## src/hw/rtl/polyphase_sinc_interpolator_macros.svh

```systemverilog
// Assertion macros shared by the interpolator modules.
`ifndef POLYPHASE_SINC_INTERPOLATOR_MACROS_SVH
`define POLYPHASE_SINC_INTERPOLATOR_MACROS_SVH

// The consequent must hold in the same cycle as the antecedent.
`define PSI_ASSERT_SAME(lbl, ante, cons, msg) \
  lbl: assert property (@(posedge clk_i) disable iff (!rst_ni) (ante) |-> (cons)) \
    else $error(msg);

// The consequent must hold in the cycle after the antecedent.
`define PSI_ASSERT_NEXT(lbl, ante, cons, msg) \
  lbl: assert property (@(posedge clk_i) disable iff (!rst_ni) (ante) |=> (cons)) \
    else $error(msg);

`endif

```

## src/hw/rtl/psi_pkg.sv

```systemverilog
// Types, constants and kernel coefficient functions of the sinc interpolator.
package psi_pkg;

  // Default build values of the top-level parameters.
  localparam int LINE_MAX_DEF   = 1024;
  localparam int TAPS_DEF       = 8;
  localparam int OVERSAMPLE_DEF = 16;

  // Field widths.
  localparam int IDX_W    = 10;
  localparam int SAMPLE_W = 16;
  localparam int COEF_W   = 16;
  localparam int SHIFT_W  = 16;
  localparam int DATA_W   = 2 * SAMPLE_W;
  localparam int FRAC_W   = 8;
  localparam int T_W      = IDX_W + FRAC_W + 2;
  localparam int FL_W     = T_W - FRAC_W;
  // Wide enough for the largest oversampling factor of 64.
  localparam int PHASE_W  = 7;
  localparam int LEN_W    = 11;

  localparam logic [LEN_W-1:0] LEN_RESET = LEN_W'(1024);

  // Command codes.
  localparam logic CMD_LOAD  = 1'b0;
  localparam logic CMD_QUERY = 1'b1;

  // Queue depths.
  localparam int OPQ_DEPTH  = 2;
  localparam int RESQ_DEPTH = 2;

  // Output rounding: Q3.29 accumulator down to Q1.15.
  localparam int RND_SHIFT  = 14;
  localparam int RND_HALF   = 8192;
  localparam int SAMPLE_MAX = 32767;
  localparam int SAMPLE_MIN = -32768;

  // Fixed-point constants of the kernel build.
  localparam longint Q30_ONE = 64'sd1073741824;
  localparam longint PI_Q30  = 64'sd3373259426;

  typedef enum logic [1:0] {
    BK_IDLE,
    BK_RUN,
    BK_DRAIN
  } psi_bk_state_e;

  // Decoded word passed from the front end to the datapath.
  typedef struct packed {
    logic                     is_query;
    logic [IDX_W-1:0]         addr;
    logic [DATA_W-1:0]        data;
    logic signed [FL_W-1:0]   fl;
    logic [PHASE_W-1:0]       phase;
  } psi_op_t;

  // Result word.
  typedef struct packed {
    logic signed [SAMPLE_W-1:0] re;
    logic signed [SAMPLE_W-1:0] im;
    logic                       sat;
  } psi_res_t;

  // Restoring unsigned division, evaluated only while building the kernel table.
  function automatic longint unsigned psi_udiv(input longint unsigned a,
                                               input longint unsigned b);
    longint unsigned q;
    longint unsigned r;
    q = '0;
    r = '0;
    for (int i = 63; i >= 0; i--) begin
      r = {r[62:0], a[i]};
      if (r >= b) begin
        r    = r - b;
        q[i] = 1'b1;
      end
    end
    return q;
  endfunction

  function automatic longint unsigned psi_umod(input longint unsigned a,
                                               input longint unsigned b);
    return a - psi_udiv(a, b) * b;
  endfunction

  // Signed division truncating towards zero.
  function automatic longint psi_sdiv(input longint a, input longint b);
    longint unsigned ua;
    longint unsigned ub;
    longint          q;
    logic            ng;
    ng = (a < 0) ^ (b < 0);
    ua = (a < 0) ? longint'(-a) : a;
    ub = (b < 0) ? longint'(-b) : b;
    q  = longint'(psi_udiv(ua, ub));
    return ng ? -q : q;
  endfunction

  // Division rounded half away from zero.
  function automatic longint psi_div_round(input longint a, input longint b);
    longint an;
    longint bn;
    an = a;
    bn = b;
    if (bn < 0) begin
      an = -an;
      bn = -bn;
    end
    if (an >= 0) begin
      return longint'(psi_udiv(an + (bn >>> 1), bn));
    end
    return -longint'(psi_udiv(-an + (bn >>> 1), bn));
  endfunction

  // sin(pi * num / den) in Q30 through a quarter-wave Taylor series.
  function automatic longint psi_sin_pi(input longint num, input longint den);
    longint          twod;
    longint          r;
    longint          acc;
    longint unsigned u;
    longint unsigned u2;
    longint unsigned term;
    logic            ng;
    twod = 2 * den;
    if (num >= 0) begin
      r = longint'(psi_umod(num, twod));
    end else begin
      r = twod - longint'(psi_umod(-num, twod));
      if (r == twod) r = 0;
    end
    ng = 1'b0;
    if (r >= den) begin
      r  = r - den;
      ng = 1'b1;
    end
    if (2 * r > den) r = den - r;
    u    = psi_udiv(r * PI_Q30, den);
    u2   = (u * u) >> 30;
    term = u;
    acc  = longint'(u);
    for (int n = 1; n <= 5; n++) begin
      term = psi_udiv((term * u2) >> 30, longint'((2 * n) * (2 * n + 1)));
      if (n % 2 == 1) acc = acc - longint'(term);
      else            acc = acc + longint'(term);
    end
    if (acc < 0)       acc = 0;
    if (acc > Q30_ONE) acc = Q30_ONE;
    return ng ? -acc : acc;
  endfunction

  // Windowed sinc value of one tap of one phase before normalisation.
  function automatic longint psi_kernel_val(input int p, input int k,
                                            input int taps, input int os);
    longint m;
    longint x;
    longint sn;
    longint w;
    longint s;
    longint d;
    longint c;
    m = longint'(k) - longint'(taps >>> 1) + 1;
    x = m * os - p;
    if (x == 0) begin
      sn = Q30_ONE;
    end else if (p == 0 || p == os) begin
      sn = 0;
    end else begin
      s  = psi_sin_pi(x, os);
      d  = psi_sdiv(PI_Q30 * x, os);
      sn = psi_sdiv(s * Q30_ONE, d);
    end
    if (taps >= 4) begin
      c = psi_sin_pi(4 * longint'(k) + (taps - 1), 2 * longint'(taps - 1));
      w = psi_sdiv(Q30_ONE - c, 2);
    end else begin
      w = Q30_ONE;
    end
    return psi_sdiv(sn * w, Q30_ONE);
  endfunction

  // Normalised Q2.14 coefficient of one tap of one phase.
  function automatic logic signed [COEF_W-1:0] psi_kernel_coef(input int p, input int k,
                                                               input int taps,
                                                               input int os);
    longint sum;
    longint v;
    longint c;
    sum = 0;
    for (int j = 0; j < taps; j++) begin
      sum = sum + psi_kernel_val(p, j, taps, os);
    end
    v = psi_kernel_val(p, k, taps, os);
    if (sum != 0) c = psi_div_round(v * 16384, sum);
    else          c = psi_div_round(v, 65536);
    if (c > SAMPLE_MAX) c = SAMPLE_MAX;
    if (c < SAMPLE_MIN) c = SAMPLE_MIN;
    return COEF_W'(c);
  endfunction

endpackage

```

## src/hw/rtl/psi_front.sv

```systemverilog
// Front end: accepts input words, drops stray loads and decodes queries.
module psi_front #(
  parameter int LINE_MAX   = psi_pkg::LINE_MAX_DEF,
  parameter int OVERSAMPLE = psi_pkg::OVERSAMPLE_DEF
) (
  input  logic                                  push_i,
  input  logic                                  full_i,
  input  logic                                  cmd_i,
  input  logic [psi_pkg::IDX_W-1:0]             sample_index_i,
  input  logic signed [psi_pkg::SAMPLE_W-1:0]   sample_re_i,
  input  logic signed [psi_pkg::SAMPLE_W-1:0]   sample_im_i,
  input  logic signed [psi_pkg::SHIFT_W-1:0]    shift_i,
  output logic                                  op_push_o,
  output psi_pkg::psi_op_t                      op_o
);

  import psi_pkg::*;

  localparam int PH_W = FRAC_W + PHASE_W + 1;

  logic [T_W-1:0]    target;
  logic [PH_W-1:0]   ph_sum;
  logic              keep_load;

  // Target position in Q.8: index times 256 plus the signed shift.
  assign target = {2'b00, sample_index_i, FRAC_W'(0)} + T_W'(shift_i);

  // Round the fraction to the nearest of the oversampled phases.
  assign ph_sum = PH_W'(target[FRAC_W-1:0]) * PH_W'(OVERSAMPLE) + PH_W'(1 << (FRAC_W - 1));

  // A load beyond the store is dropped.
  assign keep_load = (32'(sample_index_i) < 32'(LINE_MAX));

  assign op_push_o = push_i && !full_i && ((cmd_i == CMD_QUERY) || keep_load);

  // Decoded word.
  always_comb begin
    op_o.is_query = (cmd_i == CMD_QUERY);
    op_o.addr     = sample_index_i;
    op_o.data     = {sample_re_i, sample_im_i};
    op_o.fl       = target[T_W-1:FRAC_W];
    op_o.phase    = ph_sum[FRAC_W +: PHASE_W];
  end

endmodule

```

## config.mk

```make
export PLATFORM = sky130hd
export DESIGN_NAME = psi_front
export DESIGN_NICKNAME = d
export VERILOG_FILES = /design/src/hw/rtl/polyphase_sinc_interpolator_macros.svh /design/src/hw/rtl/psi_pkg.sv /design/src/hw/rtl/psi_front.sv
export SDC_FILE = /design/constraint.sdc
export NUM_CORES = 1
export LEC_CHECK = 0
export ABC_AREA = 1
export BUFFER_PORTS_ARGS = -buffer_cell sky130_fd_sc_hd__buf_4
export CAP_MARGIN = 5
export CORE_UTILIZATION = 35
export DETAILED_ROUTE_END_ITERATION = 7
export GPL_TIMING_DRIVEN = 0
export PLACE_DENSITY = 0.83
export SYNTH_ARGS = -nofsm -noshare
export SYNTH_HDL_FRONTEND = slang
export SYNTH_SLANG_ARGS = --single-unit
```

## constraint.sdc

```tcl
create_clock -name vclk -period 2
set_clock_uncertainty 0.15 [all_clocks]
set_input_delay 0.2 -clock vclk [all_inputs]
set_output_delay 0.2 -clock vclk [all_outputs]
set_load 0.05 [all_outputs]
```

Word level (Yosys, flattened, before mapping) --
Cells that the tools add are included.
Storage, ports and cells: flip-flop bits (word level) 0, input bits 61, output and inout port bits 63, word-level logic and storage cells 4
Cells by class: $add $sub $neg 2, reduce and logical (&&, ||, !) cells 2
Operator list (count):
- 19-bit by 16-bit adder with 20-bit output | 1
- 12-bit by 8-bit adder with 13-bit output (second input constant) | 1
- 1-bit logical AND | 1
- 1-bit logical NOT | 1

Logic depth before layout (Yosys ltp) --
depth in word-level cells 2, gate-level depth with buffers 9, depth with buffers taken out 9

Worst setup path before layout --
OpenSTA, ideal clock, no wires.
path kind in2out, start input sample_index_i[0] (netlist name), end output op_o[13] (netlist name), arrival 1762 ps, path slack -112 ps, stages on the path 5, path through ha_1 -> fa_1 -> nand2_1 -> nand3_1 -> xor2_1
RTL lines:
- from (decl) | line psi_front.sv:9 | input logic [psi_pkg::IDX_W-1:0] sample_index_i,
- to (decl) | line psi_front.sv:14 | output psi_pkg::psi_op_t op_o

==> flow_summary.yaml <==
cells_and_area:
  fin_nets: 335
  drive_gt1_share_pct: 53.7
  final_cell_mix: "131 x buf_4, 47 x nand2_1, 19 x inv_1, 14 x nand3_1"
  stdcell_area_mm2: 0.00174
  fillers: 283
  nFlopsAndLatches: 0
  area_growth_pct: 70.2
  final_common_cell: "buf_4"
  final_cells: 290
  diodes: 0
  clockBufferCount: 0
  seqCellArea_um2: 0
sta:
  drv_slew: 0
  finalSetupViolCount: 0
  rsz0062_at_grt: "no"
  hold_violations: 0
  timing.final.ws_setup_ns: 0.0565
  setup-tns-final_ns: 0
  post-route-period-util_pct: 97.2
  post-route-min-period_ns: 1.94
  timing.fmax_ghz: 0.515
synthesis:
  yosysWarnings: 0
  avgSynthCellArea_um2: 5.97
  synth-seq-area-share_pct: 0
  postSynthCellCount: 171
  synth.top_cell.area_share_pct: 33.1
  syn_area_mm2: 0.00102
  synth_area_leaders: "buf_4 33%, nand2_1 17%, ha_1 15%"
  yosysUniqueCellTypes: 16
  yosys.area.top_type: "buf_4"
placement:
  dpl.cell_count: 289
  routabilityCongestion: 0.805
  pre_cts_ws_ns: -0.0393
  dp_hpwl_um: 2360
  port_buffers: 86
  placed_area_mm2: 0.00172
worst_setup_path:
  path_class: "input pin to output port"
  critical_path_peak_fanout: 3
  end_kind: "output port"
  setup.worst_path.start: "sample_index_i[0]"
  cp.arrival_ns: 1.59
  start_kind: "input pin"
  crit_required_ns: 1.65
die:
  chipHeight_um: 56.0
  die_width_um: 56.0
  die_area_mm2: 0.00314
  core_mm2: 0.00276
  num_io_pins: 124
  num_rows: 19
  start_util_pct: 37.0
routing:
  vias: 1282
  wirelength_um: 2600
  remaining_drc_errors: 0
  vias_per_cell: 4.42
  drt_iter0_drc: 26
  wl_per_cell_um: 8.97
  drtAntennaViolNets: 0
  dr.pass1.iters: 4
global_route:
  grt_pass1_wl_um: 3930
  grt_use_met3_pct: 1.86
  met1_usage_pct: 16.8
  use_met2_pct: 29.3
  grt_use_total_pct: 14.4
  first_global_vias: 1036
  antenna_found_initial: 0
  busiest_layer: "met2"
  grt_max_degree: 8
  grt_remaining_overflow: 0
hold_path:
  min-delay-path-class: "input pin to output port"
  hp-start: "sample_re_i[15]"
outcome:
  status: "finished clean"
clocking:
  postCtsHoldBufs: 0
pwr:
  pwr_density_cell_mw_per_mm2: 465
  vdd_drop_max_mv: 0.395
  leakage_uw: 0.00107
job:
  drv_cap: 0
## critical path, stage by stage
cell and delay [ns]:
buf_4 0.11, ha_2 0.20, fa_2 0.39, buf_4 0.15
nand2_1 0.06, nand3_1 0.11, xor2_2 0.19, buf_6 0.18
## worst paths after layout
check	depth (start not counted)	to	slack [ns]
max	8	op_o[13]	0.06
min	2	op_o[50]	0.50
## kinds of logic (layout without fill, tap and decap cells)
| logic type | Yosys count | in the layout | share of synthesized area [%] |
|---|---|---|---|
| and+or+nand+nor | 80 | 80 | 33.3 |
| buffers and inverters | 64 | 151 | 40.1 |
| xor gates and xnor gates | 8 | 8 | 6.86 |
| AOI/OAI and AO/OA | 5 | 5 | 2.70 |
| adders and majority gates | 13 | 13 | 16.7 |
| other | 1 | 2 | 0.367 |
## layer usage
metal | share of wire (%) | wire length [um]
met1 | 37 | 951
met2 | 54 | 1390
met3 | 9.8 | 255
met4 | 0 | 0
met5 | 0 | 0
## cell type report
| class | count | area (um2) | area share [%] |
|---|---|---|---|
| inverters | 19 | 71.3 | 4.10 |
| well taps | 31 | 38.8 | 2.23 |
| multi-input cells | 108 | 633 | 36.4 |
| repair buffers | 87 | 657 | 37.8 |
| plain buffers | 45 | 338 | 19.4 |
## synthesized netlist by cell type
library cell,instances
nand2_1,47
buf_4,45
inv_1,19
nand3_1,15
ha_1,12
nor2_1,11
xor2_1,5
a21oi_1,4
nand4_1,4
xnor2_1,3
conb_1,1
fa_1,1
nand3_2,1
nor2_2,1
o21bai_1,1
or2_2,1
## metrics by stage
step	util, %	power, uW	hold slack (ns)
3_5_place_dp	62.3	802	0.504
3_3_place_gp	62.3	796	0.504
6_report	63.0	808	0.504
5_1_grt	63.0	854	0.506
2_1_floorplan	-	586	0.417
4_1_cts	62.3	804	0.504
## report_power, final
part / total [uW] / switching (uW) / internal, uW
logic: 808 / 525 / 283
registers: 0 / 0 / 0
clock network: 0 / 0 / 0
## timing repair
action | in CTS | in global routing
setup endpoints to repair | 1 | 1
resized for setup | 1 | 3
setup buffers | 0 | 1
pin swaps | 0 | 2
Note: power is estimated with default switching activity, not from simulation.
