--- src/hw/rtl/polyphase_sinc_interpolator_macros.svh ---
// Assertion macros shared by the interpolator modules.
`ifndef POLYPHASE_SINC_INTERPOLATOR_MACROS_SVH
`define POLYPHASE_SINC_INTERPOLATOR_MACROS_SVH

// The consequent must hold in the same cycle as the antecedent.
`define PSI_ASSERT_SAME(lbl, ante, cons, msg) \
  lbl: assert property (@(posedge clk_i) disable iff (!rst_ni) (ante) |-> (cons)) \
    else $error(msg);

// The consequent must hold in the cycle after the antecedent.
`define PSI_ASSERT_NEXT(lbl, ante, cons, msg) \
  lbl: assert property (@(posedge clk_i) disable iff (!rst_ni) (ante) |=> (cons)) \
    else $error(msg);

`endif

--- src/hw/rtl/psi_fifo.sv ---
// Small first-in first-out queue of words of any type.
`include "polyphase_sinc_interpolator_macros.svh"

module psi_fifo #(
  parameter type T     = logic,
  parameter int  DEPTH = 2
) (
  input  logic clk_i,
  input  logic rst_ni,
  input  logic push_i,
  input  T     data_i,
  output logic full_o,
  input  logic pop_i,
  output T     data_o,
  output logic empty_o
);

  localparam int PTR_W = (DEPTH > 1) ? $clog2(DEPTH) : 1;
  localparam int CNT_W = $clog2(DEPTH + 1);

  T                 entries_q [DEPTH];
  logic [PTR_W-1:0] wr_ptr_q, wr_ptr_d;
  logic [PTR_W-1:0] rd_ptr_q, rd_ptr_d;
  logic [CNT_W-1:0] cnt_q, cnt_d;

  assign full_o  = (cnt_q == CNT_W'(DEPTH));
  assign empty_o = (cnt_q == '0);
  assign data_o  = entries_q[rd_ptr_q];

  // Pointer and fill-count update; callers never push when full or pop when empty.
  always_comb begin
    wr_ptr_d = wr_ptr_q;
    rd_ptr_d = rd_ptr_q;
    cnt_d    = cnt_q;
    if (push_i) begin
      wr_ptr_d = (wr_ptr_q == PTR_W'(DEPTH - 1)) ? '0 : wr_ptr_q + 1'b1;
    end
    if (pop_i) begin
      rd_ptr_d = (rd_ptr_q == PTR_W'(DEPTH - 1)) ? '0 : rd_ptr_q + 1'b1;
    end
    if (push_i && !pop_i) cnt_d = cnt_q + 1'b1;
    if (pop_i && !push_i) cnt_d = cnt_q - 1'b1;
  end

  always_ff @(posedge clk_i or negedge rst_ni) begin
    if (!rst_ni) begin
      wr_ptr_q <= '0;
      rd_ptr_q <= '0;
      cnt_q    <= '0;
    end else begin
      wr_ptr_q <= wr_ptr_d;
      rd_ptr_q <= rd_ptr_d;
      cnt_q    <= cnt_d;
    end
  end

  // Word storage.
  always_ff @(posedge clk_i) begin
    if (push_i) entries_q[wr_ptr_q] <= data_i;
  end

  `PSI_ASSERT_SAME(a_no_overflow, push_i, !full_o || pop_i, "word pushed into a full queue")
  `PSI_ASSERT_SAME(a_no_underflow, pop_i, !empty_o, "word popped from an empty queue")
  `PSI_ASSERT_SAME(a_count_bound, 1'b1, cnt_q <= CNT_W'(DEPTH), "fill count beyond queue depth")

endmodule

--- config.mk ---
export PLATFORM = sky130hd
export DESIGN_NAME = psi_fifo
export DESIGN_NICKNAME = d
export VERILOG_FILES = /design/src/hw/rtl/psi_fifo.sv
export VERILOG_INCLUDE_DIRS = /design/src /design/src/hw/rtl
export SDC_FILE = /design/constraint.sdc
export NUM_CORES = 1
export LEC_CHECK = 0
export BUFFER_PORTS_ARGS = -buffer_cell sky130_fd_sc_hd__buf_2
export CAP_MARGIN = 5
export CORE_AREA = 2 2 39 41
export DETAILED_ROUTE_END_ITERATION = 6
export DIE_AREA = 0 0 41 43
export GPL_TIMING_DRIVEN = 0
export SETUP_SLACK_MARGIN = 0.5
export SYNTH_ARGS = -nofsm -noshare
export SYNTH_HDL_FRONTEND = slang
export SYNTH_SLANG_ARGS = --single-unit
--- constraint.sdc ---
create_clock -name clk_i -period 1.05 [get_ports clk_i]
set_clock_uncertainty 0.1 [all_clocks]
set_input_delay 0.315 -clock clk_i [delete_from_list [all_inputs] [get_ports clk_i]]
set_output_delay 0.315 -clock clk_i [all_outputs]
set_load 0.02 [all_outputs]
# Yosys cells after proc, flatten, opt, wreduce, memory -nomap -nowiden
# Memories as Yosys holds them, arrays and structs flattened.
# Cells that the tools add are included.
[op_classes] add_sub_neg=4 n_mul=0 div=0 n_lt_le_gt_ge=0 eq_ne=1 n_shift=0 muxes=6 bitwise_logic=0 reduce_logical=6
[ops] operator="2-to-1 mux 1 bit" count=4
[ops] operator="2-to-1 mux 2 bit" count=2
[ops] operator="adder 1 bit, second input constant" count=2
[ops] operator="adder 2 x 1 -> 2 bit, second input constant" count=1
[ops] operator="== test 2 bit, second input constant" count=1
[ops] operator="logical AND 1 bit" count=2
[ops] operator="logical NOT 1 bit" count=2
[ops] operator="logical NOT 2 bit" count=1
[ops] operator="nonzero test 2 bit" count=1
[ops] operator="subtractor 2 x 1 -> 2 bit, second input constant" count=1
[word_totals] register_bits=4 latch_bits=0 mem_bits_rw=2 rom_bits=0 input_bits=5 elab_cells=21 mem_count=1
[mem_list] name="entries_q" depth=2 width=1 rd=1 rd_ports_with_merged_regs=0 wr=1 line_no="psi_fifo.sv:21" text="T entries_q [DEPTH];"

# Longest topological paths before layout
# Gate-level depths: netlist of the first run.
[logic_depth] depth_word=4 ltp_mapped=5 ltp_nobuf=5

# Worst setup path after synthesis of the first run
# OpenSTA, ideal clock, no wires.
[synth_timing] path_type="register -> output" start="reg rd_ptr_q" end="out data_o" arrival_time_ns=0.728 required_time_ns=0.635 setup_slack_ns=-0.093 stages_incl_launch_ff=2 path_cell_list="dfrtp_1 mux2_2"
[synth_between] elab_chain_len=1
[synth_lines] element="start: declaration" line_no="psi_fifo.sv:23" text="logic [PTR_W-1:0] rd_ptr_q, rd_ptr_d;"
[synth_lines] element="start signal: assignment" line_no="psi_fifo.sv:52" text="rd_ptr_q <= rd_ptr_d;"
[synth_lines] element="memory read (2 x 1 bit)"
[synth_lines] element="end: declaration" line_no="psi_fifo.sv:14" text="output T data_o,"
# No other way between the ends.

# Worst setup path after layout of the first run
# Ends and elaborated chain as after synthesis.

==> results.toml, run 1 <==
[timing]
rsz_0062_raised_after_global_routing = "true"
setup_tns_ns = -1.19
fmax_mhz = 677
setup_slack_ns = -0.427
relSlewSlack_pct = 87.4
period_share_pct = 141
final-max-slew-violation-count = 0
setup_violations = 4
finalHoldWorstSlack_ns = -0.228
final-hold-violation-count = 4
post_route_minimum_period_ns = 1.48
max_slew.worst_pin.slew_ns = 0.189

[finish]
layout.core_utilization_pct = 33.5
most_frequent_cells_in_the_layout = "sky130_fd_sc_hd__buf_6, sky130_fd_sc_hd__buf_2, sky130_fd_sc_hd__xor2_1, sky130_fd_sc_hd__clkbuf_4, sky130_fd_sc_hd__dfrtp_1"
insertedDiodeCount = 0
areaGrowthSynthToFinish_pct = 79.6
fillCellCount = 138
drive_above_1_share_pct = 76.5
final_nets = 42
final_common_cell = "sky130_fd_sc_hd__buf_6"
post_layout_nonfiller_instances = 50
post-route-cell-area_um2 = 463

[min_path]
hp-class = "in2async"

[drt]
post_drt_via_cell_ratio = 3.80
vias = 190
route.antenna.remaining_nets = 0
drt_wl_total_um = 541
iter_0_drt_violations = 8
routedWlPerCell_um = 10.8
drc_errors = 0
drt_first_pass_iters = 2

[pwr]
power_frac_clock_pct = 15.7
cellPowerDensity_nw_per_um2 = 2910
p_switching_w = 0.000434
sw_ratio_pct = 32.2
irDropWorstVdd_mv = 1.07
power.combinational.fraction_pct = 52.0
internal_power_w = 0.000914
leakagePower_nw = 0.208
sequentialPowerShare_pct = 32.3

[synthesis]
syn-mean-instance-area_um2 = 13.6
synth_warnings = 0
number_of_nets_in_the_synthesized_netlist = 25
netlist_cell_types = 10
synth.ff_latch_count = 6
proportion_of_synthesized_chip_area_in_sequential_cells_pct = 62.1
cell_area_synth_um2 = 258
syn_inst = 19

[critical_path]
critical_path.reg2reg.endpoint = "cnt_q[1]$_DFFE_PN0P_"
setup.worst_path.end_class = "output pin"
startpoint_type = "flip-flop"
cp.arrival_ns = 1.06
timing.reg2reg.setup_slack_ns = -0.08
startpoint_of_the_worst_register_to_register_path = "cnt_q[0]$_DFFE_PN0P_"
timing.critical_path.fanout_max = 2
cp-startpoint = "rd_ptr_q$_DFFE_PN0P_"
required_ns = 0.63
critical_path_class = "reg2out"
reg2reg_depth = 4

[clock_network]
ctsRootBufferMaster = "sky130_fd_sc_hd__clkbuf_4"
total_cts_buffers = 3
cts_tree = "done"
clk_pin_slew_worst_paths_ns = 0.04
clkLatencyLatePin_ns = 0.24
clock_tree_buf_depth = 2
tritoncts_sinks = 6
cts_htree_levels = 1

[place]
final_weighted_congestion_in_routability_driven_placement = 0.609
io_buffer_count = 7
post_dp_cell_area_um2 = 349
place_ws_ns = -0.235
placedCellCount = 42

[grt]
grtUsageTotal_pct = 6.57
vias_in_the_first_global_route = 177
initial_antenna_violation_count = 0
grt_overflow = 0
grt_max_degree = 5
grt_pass1_wl_um = 696

[floorplan]
ioPinCount = 8
rows = 14
design.core.area_um2 = 1380
die_area_um2 = 1760
chipHeight_um = 43
fp.dieW_um = 41
initial_core_util_pct = 18.6

[run]
timing.max_cap.violations = 0

[run_status]
violations = "negative hold slack, negative setup slack"
status = "finished, violations left"
power by group through the flow:
stage	Combinational, W	Sequential [W]	Clock [W]
2_1_floorplan	0.000257	0.000432	0
3_3_place_gp	0.000332	0.000441	0
3_5_place_dp	0.000338	0.000451	0
4_1_cts	0.000507	0.000439	0.000222
5_1_grt	0.000743	0.000443	0.000235
6_report	0.000701	0.000435	0.000212
cell type report:
cell class              instances  area, µm²  share of cell area [%]
flip-flops and latches          6        161                    34.9
multi-input cells              12        140                    30.3
repair buffers                 12        103                    22.2
clock buffers                   3       22.5                    4.86
well taps                      16       20.0                    4.32
inverters                       1       16.3                    3.51
Yosys cell counts (all sizes together):
library cell	number	area share (%)
and2	1	2.4
edfxtp	2	23
ha	1	4.9
inv	1	1.5
xnor2	2	6.8
nor2	3	4.4
mux2	1	4.4
dfrtp	4	39
xor2	3	10
and2b	1	3.4
how the worst max path moves through the flow:
stage / to / slack (ns) / cells after the start
6_report: data_o / -0.43 / 2
4_1_cts: data_o / -0.44 / 2
5_1_grt: data_o / -0.47 / 2
3_5_place_dp: cnt_q[1]$_DFFE_PN0P_ / -0.24 / 6
2_1_floorplan: data_o / -0.08 / 1
3_3_place_gp: cnt_q[1]$_DFFE_PN0P_ / -0.20 / 6
registers in the layout, summed over array words and instances, names as in the netlist:
| name | flops |
|---|---|
| rd_ptr_q | 1 |
| cnt_q | 2 |
| entries_q | 2 |
| wr_ptr_q | 1 |
kinds of logic (layout without fill, tap and decap cells):
group | count (synthesis) | count (layout) | synth area share, %
XOR/XNOR | 5 | 5 | 17.0
adder cells (fa/ha/maj) | 1 | 1 | 4.85
buffers and inverters | 1 | 16 | 1.45
flip-flops | 6 | 6 | 62.1
multiplexers | 1 | 1 | 4.37
AND/OR/NAND/NOR | 5 | 5 | 10.2
through the flow:
| stage | hold WS, ns | total power [W] |
|---|---|---|
| after floorplan | -0.0806 | 0.000689 |
| after detailed placement | 0.0258 | 0.000789 |
| final | -0.228 | 0.00135 |
| after CTS | -0.236 | 0.00117 |
| after global placement | 0.0201 | 0.000773 |
| after global routing | -0.238 | 0.00142 |
worst max-delay path, cell delays in order (launching register included):
cell and delay [ns]:
sky130_fd_sc_hd__dfrtp_1 0.39, sky130_fd_sc_hd__mux2_4 0.30, sky130_fd_sc_hd__buf_6 0.13
routing by layer:
layer | up-vias | global-route usage (%) | wire, µm
met2 | 10 | 7.50 | 251
met4 | 0 | 2.00 | 5
met5 | - | 0 | 0
li1 | 91 | - | -
met1 | 87 | 7.57 | 223
met3 | 2 | 7.85 | 61
timing repair:
item,in CTS,in global routing
cloned,0,0
gates resized for setup,8,7
setup endpoints to repair,9,9
endpoints found under the hold margin,4,4
pin swaps,2,3
buffers inserted,2,3
(Power assumes the default switching activity.)
==> run 2: changes to the inputs <==
--- a/config.mk
+++ b/config.mk
@@ -12,6 +12,7 @@
 export DETAILED_ROUTE_END_ITERATION = 6
 export DIE_AREA = 0 0 41 43
 export GPL_TIMING_DRIVEN = 0
+export PLACE_DENSITY = 0.42
 export SETUP_SLACK_MARGIN = 0.5
 export SYNTH_ARGS = -nofsm -noshare
 export SYNTH_HDL_FRONTEND = slang
==> run 2 against run 1 <==
The run still ends with negative hold slack, negative setup slack left. Via count grew 2.6%. Sequential power barely moved. Utilization increased by 1.2 points. First-iteration DRC count down 88%. Total power up 3.9%. Design area up 3.5%. Die area did not move. Register-to-register slack worse by 0.09 ns. Cell count increased by 4.0%. Wire length down 19%. Setup slack better by 0.0018 ns.
==> results.toml, run 2 (synthesis results as in run 1) <==
[run_status]
status = "finished, violations left"
violations = "negative hold slack, negative setup slack"

[clock_network]
clock_tree_buf_depth = 2
clk_pin_slew_worst_paths_ns = 0.05
ctsRootBufferMaster = "sky130_fd_sc_hd__clkbuf_4"
tritoncts_sinks = 6
clkLatencyLatePin_ns = 0.24
cts_tree = "done"
total_cts_buffers = 3
cts_htree_levels = 1

[timing]
final-max-slew-violation-count = 0
post_route_minimum_period_ns = 1.47
period_share_pct = 140
rsz_0062_raised_after_global_routing = "true"
max_slew.worst_pin.slew_ns = 0.179
relSlewSlack_pct = 88.1
setup_slack_ns = -0.425
fmax_mhz = 678
setup_violations = 5
setup_tns_ns = -1.26
final-hold-violation-count = 4
finalHoldWorstSlack_ns = -0.234

[finish]
areaGrowthSynthToFinish_pct = 85.9
most_frequent_cells_in_the_layout = "sky130_fd_sc_hd__buf_6, sky130_fd_sc_hd__buf_2, sky130_fd_sc_hd__xor2_1, sky130_fd_sc_hd__clkbuf_4, sky130_fd_sc_hd__dfrtp_1"
final_common_cell = "sky130_fd_sc_hd__buf_6"
drive_above_1_share_pct = 69.4
fillCellCount = 149
layout_top_registers = "cnt_q x2, entries_q x2"
insertedDiodeCount = 0
post_layout_nonfiller_instances = 52
final_nets = 43

[drt]
routedWlPerCell_um = 8.38
drt_first_pass_iters = 2
post_drt_via_cell_ratio = 3.75
iter_0_drt_violations = 1
vias = 195
route.antenna.remaining_nets = 0
drt_wl_total_um = 436
drc_errors = 0

[floorplan]
initial_core_util_pct = 18.6
die_area_um2 = 1760
rows = 14
design.core.area_um2 = 1380
chipHeight_um = 43
fp.dieW_um = 41
ioPinCount = 8

[critical_path]
timing.critical_path.slowest_cell_delay_ns = 0.39
timing.critical_path.fanout_max = 2
timing.reg2reg.setup_slack_ns = -0.17
required_ns = 0.63
worstPathCellList = "mux2_4 -> buf_6"
cp-startpoint = "rd_ptr_q$_DFFE_PN0P_"
startpoint_type = "flip-flop"
critical-path-top-delay-family = "flip-flops"
crit_slowest_cell = "sky130_fd_sc_hd__dfrtp_1"
critical_path.reg2reg.endpoint = "cnt_q[1]$_DFFE_PN0P_"
cp.arrival_ns = 1.06
cp.buffers_inverters = 1
startpoint_of_the_worst_register_to_register_path = "cnt_q[0]$_DFFE_PN0P_"
reg2reg_depth = 5
critical_path_class = "reg2out"
setup.worst_path.end_class = "output pin"

[place]
final_weighted_congestion_in_routability_driven_placement = 0.618
io_buffer_count = 7
detailed_place_hpwl_um = 297
placedCellCount = 42

[grt]
grt_overflow = 0
initial_antenna_violation_count = 0
grt_pass1_wl_um = 662
vias_in_the_first_global_route = 175
grtUsageTotal_pct = 6.57
grt_max_degree = 5

[pwr]
irDropWorstVdd_mv = 0.787
leakagePower_nw = 0.211
cellPowerDensity_nw_per_um2 = 2920
power_w = 0.00140

[min_path]
hp-class = "in2async"

[run]
timing.max_cap.violations = 0
-- run 2: cell types whose count changed in the layout (fill, tap and decap cells not counted) --
cell / change
sky130_fd_sc_hd__buf_6: +1
sky130_fd_sc_hd__clkbuf_1: +1
sky130_fd_sc_hd__xnor2_4: +1
sky130_fd_sc_hd__xnor2_2: -2
sky130_fd_sc_hd__xnor2_1: +1
sky130_fd_sc_hd__nor2_1: +1
sky130_fd_sc_hd__nor2_2: -1
-- run 2: worst max path at each step --
stage / end / cells after the start
after floorplan: data_o / 1
after global placement: data_o / 2
after detailed placement: cnt_q[1]$_DFFE_PN0P_ / 6
after CTS: data_o / 2
after global routing: data_o / 2
final: data_o / 2
-- run 2: per-layer routing --
metal  share of wire, %  wire [µm]  vias to the layer above  GRT usage [%]
li1                   -          -                       98              -
met1                 39        170                       92           6.56
met2                 53        232                        5           7.50
met3                7.8         34                        0           3.14
met4                  0          0                        0           10.0
met5                  0          0                        -              0
-- run 2: worst reg2reg max path, cell delays in order, from the launching register on --
cell                      delay, ns
sky130_fd_sc_hd__dfrtp_2       0.43
sky130_fd_sc_hd__buf_6         0.12
sky130_fd_sc_hd__buf_6         0.12
sky130_fd_sc_hd__xnor2_4       0.11
sky130_fd_sc_hd__nor2_2        0.12
sky130_fd_sc_hd__xor2_1        0.14
-- run 2: repair_timing --
action                     CTS  global route
setup endpoints to repair    9             9
hold endpoints to repair     4             4
buffers inserted             3             3
gates resized for setup      9             6
pin swaps                    2             3
-- run 2: per-stage QoR --
stage | setup slack [ns] | utilization [%] | hold slack [ns] | area [µm²]
6_report | -0.425 | 34.6 | -0.234 | 479
5_1_grt | -0.469 | 34.6 | -0.248 | 479
4_1_cts | -0.436 | 31.0 | -0.243 | 429
3_5_place_dp | -0.219 | 25.2 | 0.0262 | 349
3_3_place_gp | -0.202 | 25.2 | 0.0250 | 349
2_1_floorplan | -0.0778 | - | -0.0806 | 294
-- run 2: area by class of cell --
class	instances	area, µm²	area share (%)
flip-flops and latches	6	161	33.7
multi-input cells	12	141	29.5
repair buffers	13	114	23.8
clock buffers	4	26.3	5.48
well taps	16	20.0	4.18
inverters	1	16.3	3.39
-- run 2: power by group --
group	internal (W)	total [W]	switching [W]	leakage, nW
logic	0.000479	0.000736	0.000257	0.131
clock network	0.000144	0.000231	0.0000865	0.0150
registers	0.000346	0.000433	0.0000870	0.0644
total	0.000969	0.00140	0.000431	0.211
